==> src/rtl/core/raster_rle_byte_decoder_unit_defines.svh <==
// Assertion macros for the raster RLE byte decoder.
// RRLE_ASSERT_IMP checks pre |-> post, RRLE_ASSERT_NXT checks pre |=> post.
`ifndef RASTER_RLE_BYTE_DECODER_UNIT_DEFINES_SVH
`define RASTER_RLE_BYTE_DECODER_UNIT_DEFINES_SVH

`ifndef SYNTH
`define RRLE_ASSERT_IMP(lbl, clk, rst_n, pre, post) \
	lbl: assert property (@(posedge clk) disable iff (!rst_n) (pre) |-> (post)) \
	else $error("rrle assertion failed");
`define RRLE_ASSERT_NXT(lbl, clk, rst_n, pre, post) \
	lbl: assert property (@(posedge clk) disable iff (!rst_n) (pre) |=> (post)) \
	else $error("rrle assertion failed");
`else
`define RRLE_ASSERT_IMP(lbl, clk, rst_n, pre, post)
`define RRLE_ASSERT_NXT(lbl, clk, rst_n, pre, post)
`endif

`endif

==> src/rtl/core/rrle_pkg.sv <==
package rrle_pkg;

	// field widths
	localparam int BYTE_W = 8;
	localparam int LEN_W  = 9;
	localparam int LW_W   = 14;
	localparam int TL_W   = 28;
	localparam int LP_W   = 15;

	// escape byte and narrowest line
	localparam logic [BYTE_W-1:0] ESC_BYTE  = 8'd128;
	localparam logic [LW_W-1:0]   MIN_WIDTH = 14'd8;

	// configuration register indexes
	localparam logic REG_LINE_WIDTH   = 1'b0;
	localparam logic REG_TOTAL_LENGTH = 1'b1;

	// run load sources
	localparam logic [1:0] SRC_LIT  = 2'd0; // one copy of the input byte
	localparam logic [1:0] SRC_ESC1 = 2'd1; // one 128
	localparam logic [1:0] SRC_ESC2 = 2'd2; // two 128s
	localparam logic [1:0] SRC_CNT  = 2'd3; // count + 1 copies of the input byte

	typedef struct packed {
		logic       clear_image;
		logic       save_count;
		logic       load_run;
		logic [1:0] load_src;
		logic       step_run;
		logic       emit_bad;
	} ctrl_cmd_t;

	typedef struct packed {
		logic byte_is_esc;
		logic byte_is_zero;
		logic byte_is_one;
		logic run_final;
		logic run_done;
		logic out_free;
	} dp_status_t;

endpackage

==> src/rtl/core/rrle_ctrl.sv <==
module rrle_ctrl (
	input  logic                   clk,
	input  logic                   arst_n,
	input  logic                   in_valid,
	output logic                   in_ready,
	input  logic                   start_image,
	input  rrle_pkg::dp_status_t   stat,
	output rrle_pkg::ctrl_cmd_t    cmd
);

	// controller states
	localparam logic [1:0] ST_IDLE = 2'd0;
	localparam logic [1:0] ST_RUN  = 2'd1;
	localparam logic [1:0] ST_BAD  = 2'd2;

	// decode phases
	localparam logic [1:0] PH_LITERAL = 2'd0;
	localparam logic [1:0] PH_ESCAPE  = 2'd1;
	localparam logic [1:0] PH_ONE     = 2'd2;
	localparam logic [1:0] PH_COUNT   = 2'd3;

	logic [1:0] state_q, state_d;
	logic [1:0] phase_q, phase_d;
	logic       halted_q, halted_d;
	logic       accept;
	logic [1:0] eff_phase;
	logic       eff_halted;

	assign in_ready = (state_q == ST_IDLE);
	assign accept   = in_valid && in_ready;

	// start_image clears decode state ahead of this byte
	assign eff_phase  = start_image ? PH_LITERAL : phase_q;
	assign eff_halted = start_image ? 1'b0 : halted_q;

	// next state and commands
	always_comb begin
		state_d  = state_q;
		phase_d  = phase_q;
		halted_d = halted_q;
		cmd      = '0;
		unique case (state_q)
			ST_IDLE: begin
				if (accept) begin
					cmd.clear_image = start_image;
					phase_d         = eff_phase;
					halted_d        = eff_halted;
					if (!eff_halted) begin
						unique case (eff_phase)
							PH_LITERAL: begin
								if (stat.byte_is_esc) begin
									phase_d = PH_ESCAPE;
								end else begin
									cmd.load_run = 1'b1;
									cmd.load_src = rrle_pkg::SRC_LIT;
									state_d      = ST_RUN;
								end
							end
							PH_ESCAPE: begin
								if (stat.byte_is_zero) begin
									phase_d      = PH_LITERAL;
									cmd.load_run = 1'b1;
									cmd.load_src = rrle_pkg::SRC_ESC1;
									state_d      = ST_RUN;
								end else if (stat.byte_is_one) begin
									phase_d = PH_ONE;
								end else begin
									cmd.save_count = 1'b1;
									phase_d        = PH_COUNT;
								end
							end
							PH_ONE: begin
								phase_d = PH_LITERAL;
								if (stat.byte_is_esc) begin
									cmd.load_run = 1'b1;
									cmd.load_src = rrle_pkg::SRC_ESC2;
									state_d      = ST_RUN;
								end else begin
									state_d = ST_BAD;
								end
							end
							PH_COUNT: begin
								phase_d      = PH_LITERAL;
								cmd.load_run = 1'b1;
								cmd.load_src = rrle_pkg::SRC_CNT;
								state_d      = ST_RUN;
							end
							default: begin
								phase_d = PH_LITERAL;
							end
						endcase
					end
				end
			end
			ST_RUN: begin
				if (stat.out_free) begin
					cmd.step_run = 1'b1;
					if (stat.run_done) begin
						halted_d = 1'b1;
					end
					if (stat.run_final) begin
						state_d = ST_IDLE;
					end
				end
			end
			ST_BAD: begin
				if (stat.out_free) begin
					cmd.emit_bad = 1'b1;
					halted_d     = 1'b1;
					state_d      = ST_IDLE;
				end
			end
			default: begin
				state_d = ST_IDLE;
			end
		endcase
	end

	// control registers
	always_ff @(posedge clk or negedge arst_n) begin
		if (!arst_n) begin
			state_q  <= ST_IDLE;
			phase_q  <= PH_LITERAL;
			halted_q <= 1'b0;
		end else begin
			state_q  <= state_d;
			phase_q  <= phase_d;
			halted_q <= halted_d;
		end
	end

endmodule

==> src/rtl/core/rrle_dpath.sv <==
module rrle_dpath #(
	parameter int COUNT_BITS = 28
) (
	input  logic                               clk,
	input  logic                               arst_n,
	input  logic [rrle_pkg::BYTE_W-1:0]        in_byte,
	input  logic [rrle_pkg::LW_W-1:0]          line_width,
	input  logic [rrle_pkg::TL_W-1:0]          total_length,
	input  rrle_pkg::ctrl_cmd_t                cmd,
	output rrle_pkg::dp_status_t               stat,
	input  logic                               out_ready,
	output logic                               out_valid,
	output logic [rrle_pkg::BYTE_W-1:0]        seg_value,
	output logic [rrle_pkg::LEN_W-1:0]         seg_length,
	output logic                               image_done,
	output logic                               corrupt,
	output logic                               last
);

	localparam int PcW  = COUNT_BITS + 1;
	localparam int LimW = ((COUNT_BITS > rrle_pkg::TL_W) ? COUNT_BITS : rrle_pkg::TL_W) + 1;
	localparam logic [LimW-1:0] CntMax = LimW'((64'd1 << COUNT_BITS) - 64'd1);
	localparam int LpW  = rrle_pkg::LP_W;
	localparam int LenW = rrle_pkg::LEN_W;

	// run and image registers
	logic [rrle_pkg::BYTE_W-1:0] val_q;
	logic [LenW-1:0]             rem_q;
	logic [LenW-1:0]             seg_q;
	logic [rrle_pkg::BYTE_W-1:0] cnt_q;
	logic [LpW-1:0]              lp_q;
	logic [PcW-1:0]              pc_q;

	// output register
	logic                        out_valid_q;
	logic [rrle_pkg::BYTE_W-1:0] seg_value_q;
	logic [LenW-1:0]             seg_length_q;
	logic                        image_done_q;
	logic                        corrupt_q;
	logic                        last_q;

	logic [rrle_pkg::LW_W-1:0] w_eff;
	logic [LpW-1:0]            w15;
	logic                      odd;
	logic [LimW-1:0]           tl_ext;
	logic [LimW-1:0]           lim_wide;
	logic [PcW-1:0]            lim;
	logic [PcW:0]              gap;
	logic                      gap_le0;
	logic                      gap_big;
	logic [LenW-1:0]           budget;
	logic                      lp_lt;
	logic [LpW-1:0]            room15;
	logic [LenW-1:0]           line_room;
	logic                      pad;
	logic [LenW-1:0]           k_ab;
	logic [LenW-1:0]           k;
	logic [LenW-1:0]           cons;
	logic [LenW-1:0]           rem_n;
	logic                      done_n;
	logic                      final_n;
	logic [LenW-1:0]           seg_sum;
	logic                      emit;
	logic [LenW-1:0]           emit_len;
	logic [LpW:0]              lp_sum;
	logic [LpW-1:0]            lp_n;
	logic                      out_free;
	logic                      step_emit;

	// effective line width and limit
	assign w_eff    = (line_width < rrle_pkg::MIN_WIDTH) ? rrle_pkg::MIN_WIDTH : line_width;
	assign w15      = LpW'(w_eff);
	assign odd      = w_eff[0];
	assign tl_ext   = LimW'(total_length);
	assign lim_wide = (total_length == '0) ? LimW'(1) :
	                  ((tl_ext > CntMax) ? CntMax : tl_ext);
	assign lim      = lim_wide[PcW-1:0];

	// bytes left before the limit, clipped to one run
	assign gap     = {1'b0, lim} - {1'b0, pc_q};
	assign gap_le0 = gap[PcW] || (gap == '0);
	assign gap_big = !gap[PcW] && (gap > (PcW+1)'(256));
	assign budget  = gap_le0 ? LenW'(1) : (gap_big ? LenW'(256) : gap[LenW-1:0]);

	// bytes left before the line end or pad
	assign lp_lt     = lp_q < w15;
	assign room15    = w15 - lp_q;
	assign line_room = lp_lt ? ((room15 > LpW'(256)) ? LenW'(256) : room15[LenW-1:0]) :
	                   (odd ? LenW'(256) : LenW'(1));
	assign pad       = odd && (lp_q == w15);

	// chunk length: smallest of run, limit and line room
	assign k_ab = (rem_q < budget) ? rem_q : budget;
	assign k    = (k_ab < line_room) ? k_ab : line_room;
	assign cons = pad ? LenW'(1) : k;

	assign rem_n   = rem_q - cons;
	assign done_n  = (cons == budget) && !gap_big;
	assign final_n = (rem_n == '0) || done_n;
	assign seg_sum = seg_q + k;

	// a pad flushes an open segment, or an empty one when it reaches the limit; any other final chunk flushes
	assign emit     = pad ? ((seg_q != '0) || (final_n && done_n)) : final_n;
	assign emit_len = pad ? seg_q : seg_sum;

	// line position update
	assign lp_sum = {1'b0, lp_q} + (LpW+1)'(k);
	always_comb begin
		if (pad) begin
			lp_n = '0;
		end else if (lp_lt) begin
			lp_n = (!odd && (lp_sum[LpW-1:0] == w15)) ? '0 : lp_sum[LpW-1:0];
		end else if (odd) begin
			lp_n = lp_sum[LpW] ? '1 : lp_sum[LpW-1:0];
		end else begin
			lp_n = '0;
		end
	end

	assign out_free  = !out_valid_q || out_ready;
	assign step_emit = cmd.step_run && emit;

	// status to the controller
	assign stat.byte_is_esc  = (in_byte == rrle_pkg::ESC_BYTE);
	assign stat.byte_is_zero = (in_byte == 8'd0);
	assign stat.byte_is_one  = (in_byte == 8'd1);
	assign stat.run_final    = final_n;
	assign stat.run_done     = done_n;
	assign stat.out_free     = out_free;

	// run registers
	always_ff @(posedge clk) begin
		if (cmd.load_run) begin
			seg_q <= '0;
			case (cmd.load_src)
				rrle_pkg::SRC_LIT: begin
					val_q <= in_byte;
					rem_q <= LenW'(1);
				end
				rrle_pkg::SRC_ESC1: begin
					val_q <= rrle_pkg::ESC_BYTE;
					rem_q <= LenW'(1);
				end
				rrle_pkg::SRC_ESC2: begin
					val_q <= rrle_pkg::ESC_BYTE;
					rem_q <= LenW'(2);
				end
				default: begin
					val_q <= in_byte;
					rem_q <= LenW'(cnt_q) + LenW'(1);
				end
			endcase
		end else if (cmd.step_run) begin
			rem_q <= rem_n;
			seg_q <= pad ? '0 : seg_sum;
		end
	end

	// image registers
	always_ff @(posedge clk or negedge arst_n) begin
		if (!arst_n) begin
			cnt_q <= '0;
			lp_q  <= '0;
			pc_q  <= '0;
		end else begin
			if (cmd.clear_image) begin
				cnt_q <= '0;
				lp_q  <= '0;
				pc_q  <= '0;
			end else if (cmd.step_run) begin
				lp_q <= lp_n;
				pc_q <= pc_q + PcW'(cons);
			end
			if (cmd.save_count) begin
				cnt_q <= in_byte;
			end
		end
	end

	// output register valid
	always_ff @(posedge clk or negedge arst_n) begin
		if (!arst_n) begin
			out_valid_q <= 1'b0;
		end else if (step_emit || cmd.emit_bad) begin
			out_valid_q <= 1'b1;
		end else if (out_ready) begin
			out_valid_q <= 1'b0;
		end
	end

	// output register payload
	always_ff @(posedge clk) begin
		if (step_emit) begin
			seg_value_q  <= val_q;
			seg_length_q <= emit_len;
			image_done_q <= final_n && done_n;
			corrupt_q    <= 1'b0;
			last_q       <= final_n;
		end else if (cmd.emit_bad) begin
			seg_value_q  <= '0;
			seg_length_q <= '0;
			image_done_q <= 1'b0;
			corrupt_q    <= 1'b1;
			last_q       <= 1'b1;
		end
	end

	assign out_valid  = out_valid_q;
	assign seg_value  = seg_value_q;
	assign seg_length = seg_length_q;
	assign image_done = image_done_q;
	assign corrupt    = corrupt_q;
	assign last       = last_q;

endmodule

==> src/rtl/core/raster_rle_byte_decoder_unit.sv <==
// Rasterfile run-length decoder: takes one encoded byte per transaction and
// returns the decoded data as segments of equal bytes, each carrying value,
// length, image_done, corrupt and last (last marks the final segment a byte
// causes). Escape and count bytes are taken without holding the input off
// and return nothing. A byte that completes a run then holds the input off
// while the segment unit walks the run, one line piece or pad byte at a
// time, and while the output side stalls; a broken escape-one sequence
// holds it off until its corrupt report is in the output register. The
// single segment unit works through one line piece at a time. After
// image_done or corrupt the decoder ignores bytes until one arrives with
// start_image set. The user must write line_width and total_length through
// the cfg port only while no transaction is in flight; the block does not
// enforce this. There is no reset sweep.
`include "raster_rle_byte_decoder_unit_defines.svh"

module raster_rle_byte_decoder_unit #(
	parameter int COUNT_BITS = 28
) (
	input  logic                          clk,
	input  logic                          arst_n,
	// configuration write port
	input  logic                          cfg_we,
	input  logic                          cfg_index,
	input  logic [rrle_pkg::TL_W-1:0]     cfg_data,
	// input channel
	input  logic                          in_valid,
	output logic                          in_ready,
	input  logic [rrle_pkg::BYTE_W-1:0]   in_byte,
	input  logic                          start_image,
	// output channel
	output logic                          out_valid,
	input  logic                          out_ready,
	output logic [rrle_pkg::BYTE_W-1:0]   seg_value,
	output logic [rrle_pkg::LEN_W-1:0]    seg_length,
	output logic                          image_done,
	output logic                          corrupt,
	output logic                          last
);

	logic [rrle_pkg::LW_W-1:0] line_width_q;
	logic [rrle_pkg::TL_W-1:0] total_length_q;
	rrle_pkg::ctrl_cmd_t       cmd;
	rrle_pkg::dp_status_t      stat;

	// configuration registers
	always_ff @(posedge clk or negedge arst_n) begin
		if (!arst_n) begin
			line_width_q   <= rrle_pkg::LW_W'(8);
			total_length_q <= rrle_pkg::TL_W'(1);
		end else if (cfg_we) begin
			unique case (cfg_index)
				rrle_pkg::REG_LINE_WIDTH: begin
					line_width_q <= cfg_data[rrle_pkg::LW_W-1:0];
				end
				rrle_pkg::REG_TOTAL_LENGTH: begin
					total_length_q <= cfg_data;
				end
				default: begin
				end
			endcase
		end
	end

	rrle_ctrl u_ctrl (
		.clk         (clk),
		.arst_n      (arst_n),
		.in_valid    (in_valid),
		.in_ready    (in_ready),
		.start_image (start_image),
		.stat        (stat),
		.cmd         (cmd)
	);

	rrle_dpath #(
		.COUNT_BITS (COUNT_BITS)
	) u_dpath (
		.clk          (clk),
		.arst_n       (arst_n),
		.in_byte      (in_byte),
		.line_width   (line_width_q),
		.total_length (total_length_q),
		.cmd          (cmd),
		.stat         (stat),
		.out_ready    (out_ready),
		.out_valid    (out_valid),
		.seg_value    (seg_value),
		.seg_length   (seg_length),
		.image_done   (image_done),
		.corrupt      (corrupt),
		.last         (last)
	);

	// a corrupt report is a lone empty segment
	`RRLE_ASSERT_IMP(a_corrupt_shape, clk, arst_n, out_valid && corrupt, last && !image_done && (seg_length == '0) && (seg_value == '0))
	// the image ends on the final segment of its byte
	`RRLE_ASSERT_IMP(a_done_is_last, clk, arst_n, out_valid && image_done, last)
	// only the end of an image or a corrupt report may carry an empty segment
	`RRLE_ASSERT_IMP(a_len_nonzero, clk, arst_n, out_valid && !corrupt && !image_done, seg_length != '0)
	// a run in flight holds the input off
	`RRLE_ASSERT_NXT(a_hold_off, clk, arst_n, out_valid && !out_ready && !last, !in_ready)

endmodule

==> config.mk <==
export PLATFORM = sky130hd
export DESIGN_NAME = raster_rle_byte_decoder_unit
export DESIGN_NICKNAME = d
export VERILOG_FILES = /design/src/rtl/core/rrle_pkg.sv /design/src/rtl/core/rrle_ctrl.sv /design/src/rtl/core/rrle_dpath.sv /design/src/rtl/core/raster_rle_byte_decoder_unit.sv
export VERILOG_INCLUDE_DIRS = /design/src /design/src/rtl/core
export SDC_FILE = /design/constraint.sdc
export NUM_CORES = 1
export LEC_CHECK = 0
export BUFFER_PORTS_ARGS = -buffer_cell sky130_fd_sc_hd__buf_2
export CORE_UTILIZATION = 57
export DETAILED_ROUTE_END_ITERATION = 7
export GPL_ROUTABILITY_DRIVEN = 1
export PLACE_DENSITY = 0.8
export REMOVE_ABC_BUFFERS = 1
export SETUP_SLACK_MARGIN = 0.05
export SLEW_MARGIN = 15
export SYNTH_ARGS = -nofsm -noshare
export SYNTH_HDL_FRONTEND = slang
export SYNTH_HIERARCHICAL = 1
export SYNTH_SLANG_ARGS = --single-unit
==> constraint.sdc <==
create_clock -name clk -period 11.4 [get_ports clk]
set_input_delay 0 -clock clk [delete_from_list [all_inputs] [get_ports clk]]
set_output_delay 0 -clock clk [all_outputs]
set_load 0.005 [all_outputs]
==> flow_metrics.py <==
metrics = {
    "clock_tree": {
        "cts_tree": "built",
        "path_clk_slew_ps": 80,
        "cts.htree.levels": 4,
        "cts_buffers": 17,
        "cts_sinks": 146,
        "clock_path_buffers": 2,
        "worst_skew_pair.late_latency_ps": 430,
        "clk_root_buffer_cell": "clkbuf_16",
    },
    "place": {
        "dp_hpwl_mm": 27.5,
        "port_buffers": 64,
        "place_area_um2": 13400,
        "place_congestion": 1.02,
    },
    "die": {
        "die_area_um2": 23200,
        "start_util_pct": 58.5,
        "core_area_um2": 22000,
        "pin_count": 65,
        "row_count": 54,
        "die_h_um": 152,
        "die_w_um": 152,
    },
    "logic_synthesis": {
        "async_flop_share_pct": 68.5,
        "ys_warn_count": 6,
        "synth_cells": 1508,
        "synth_seq_area_share_pct": 29.4,
        "ys.flop_type": "dfrtp_1",
        "synth_area_per_cell_um2": 8.54,
        "synth_edf_count": 36,
        "synth.distinct_cells": 106,
        "netlist_area_um2": 12900,
        "synth_top_area_share_pct": 19.0,
        "ys_seq_elements": 146,
        "synth_largest_area_cell": "dfrtp_1",
        "synthTopCellsByArea": "dfrtp_1 19%, ha_1 9.8%, edfxtp_1 8.4%",
    },
    "finish": {
        "fin_nets": 1725,
        "area_growth_syn_to_layout_pct": 13.1,
        "drive_gt1_share_pct": 16.6,
        "final_area_um2": 14600,
        "antenna_cells": 0,
    },
    "worst_setup_path": {
        "critical_path.max_stage_delay_ps": 570,
        "worstPathRequired_ps": 11690,
        "cp-start-kind": "flip-flop",
        "cp_top_family": "compound AO/OA/AOI/OAI gates",
        "slowest_stage": "or4_4",
        "reg2reg_depth": 54,
        "path_class": "reg2reg",
        "cp_max_fo": 12,
        "endpoint_kind": "flip-flop",
        "cp_num_buf_inv": 2,
        "cp.arrival_ps": 11170,
        "crit_top_cell": "a21o_1",
        "cp.depth": 54,
    },
    "sta": {
        "hold_viol": 0,
        "skew_ps": 13.4,
        "tightest_slew_ps": 926,
        "setup_violations": 0,
        "slew_viol_final": 0,
        "period_minus_slack_ps": 10870,
        "fmax_ghz": 0.0920,
        "rsz0062_at_grt": "yes",
        "post-route-period-util_pct": 95.4,
        "slew_headroom_pct": 38.3,
    },
    "global_routing": {
        "busiest_layer": "met2",
        "grt_antenna_before_repair": 0,
        "global_route.usage.met3_pct": 5.75,
        "overflow": 0,
        "grt_pass1_vias": 11100,
        "grt_usage_pct": 31.7,
        "grt.met2_usage_pct": 49.1,
        "met1_usage_pct": 44.7,
        "grt_pass1_wl_mm": 58.6,
        "grt_start_max_net_pins": 71,
    },
    "status": {
        "failed_checks": "DRC",
        "status": "finished with violations",
    },
    "drt": {
        "drc": 4,
        "wl_per_cell_um": 19.6,
        "vias": 11800,
        "drtAntennaViolNets": 0,
        "drt_iter0_markers": 938,
        "drt_first_pass_iters": 7,
        "viasPerCell": 6.34,
        "wirelength_mm": 36.6,
    },
    "worst_hold_path": {
        "hold_class": "in2async",
    },
    "job": {
        "maxCapViolations": 0,
    },
}
==> metal layers <==
| layer | share of wire (%) | vias up |
|---|---|---|
| li1 | - | 5571 |
| met1 | 45 | 5690 |
| met2 | 45 | 503 |
| met3 | 7.5 | 74 |
| met4 | 2.6 | 0 |
| met5 | 0 | - |
==> sequential cells by signal (all words and copies together) (netlist names), 2 cells and up <==
| name | cells |
|---|---|
| line_width_q | 14 |
| total_length_q | 28 |
| u_ctrl/phase_q | 2 |
| u_ctrl/state_q | 2 |
| u_dpath/cnt_q | 8 |
| u_dpath/lp_q | 15 |
| u_dpath/pc_q | 29 |
| u_dpath/rem_q | 9 |
| u_dpath/seg_length | 9 |
| u_dpath/seg_q | 9 |
| u_dpath/seg_value | 8 |
| u_dpath/val_q | 8 |
==> layout by cell type (no fill, tap or decap), drive strengths merged, types with 6 or more instances in the layout <==
cell type	instances
and2	10
ha	101
nor2	138
edfxtp	36
inv	106
a21o	37
a211oi	13
nand2	130
and3	6
dfxtp	10
o21ai	91
nor4	29
o21a	19
clkinv	6
nand3	26
dfrtp	98
o31ai	10
o22ai	18
nor2b	21
o211ai	17
clkbuf	17
o21bai	11
or3	11
a21boi	7
dlygate4sd3	39
xor2	29
nand4	30
nor3	38
fa	6
or2	6
nor3b	14
o2111ai	6
mux2	45
nand2b	27
xnor2	61
a31oi	12
mux2i	19
a21oi	103
buf	100
or4	9
==> final timing paths <==
check / startpoint / to / slack, ps
min in group clk: in_valid / u_ctrl/state_q[0] / 30
hold reg to reg: u_dpath/corrupt / u_dpath/corrupt / 480
setup / recovery: total_length_q[21] / u_dpath/pc_q[28] / 530
hold / removal: arst_n / total_length_q[14] / 30
setup reg to reg: total_length_q[21] / u_dpath/pc_q[28] / 530
max in group asynchronous: arst_n / u_dpath/cnt_q[2] / 10080
==> logic make-up after synthesis <==
kind of cell | share of synthesized area [%]
buffers and inverters | 6.22
AOI/OAI and AO/OA | 20.7
DFF | 29.4
adders and majority gates | 10.7
xor gates and xnor gates | 6.18
and+or+nand+nor | 21.1
muxes | 5.70
==> cell type report <==
| cell class | count | area (µm²) |
|---|---|---|
| Multi-Input combinational cell | 1174 | 8480 |
| Fill cell | 1802 | 7450 |
| Sequential cell | 146 | 3790 |
| Timing Repair Buffer | 139 | 987 |
| Clock buffer | 17 | 425 |
| Inverter | 97 | 364 |
| Tap cell | 280 | 350 |
| Clock inverter | 15 | 181 |
==> per-stage QoR <==
step	instances	utilization [%]	hold WS [ps]	worst slack [ps]	TNS (ps)
final	1868	66.2	30.6	526	0
after detailed placement	1793	60.7	-38.3	-108	-2170
after CTS	1866	65.5	36.7	91.6	0
after global placement	1793	60.7	-45.8	198	0
after floorplan	1417	-	-296	-273	-5200
after global routing	1868	66.2	61.3	12.3	0
==> cells in the mapped netlist (all sizes together), types with 21 or more instances <==
master	n
ha	101
nor2b	21
nor3	38
a21oi	103
clkbuf	69
buf	22
nor2	138
xor2	29
nand4	30
inv	96
edfxtp	36
xnor2	61
o21ai	91
dfrtp	98
nand2b	27
mux2	45
nand3	26
a21o	37
nor4	29
nand2	130
==> timing repair <==
| action | CTS | global route |
|---|---|---|
| hold buffers | 39 | 0 |
| hold endpoints to repair | 91 | 0 |
| endpoints found under the setup margin | 56 | 77 |
| pin swaps | 2 | 5 |
| cloned | 0 | 0 |
| gates resized for setup | 6 | 36 |
| setup buffers | 2 | 2 |
Power is left out: the tool's default activity adds up to more than one toggle a clock period on the data nets, which glitch-free logic cannot reach.
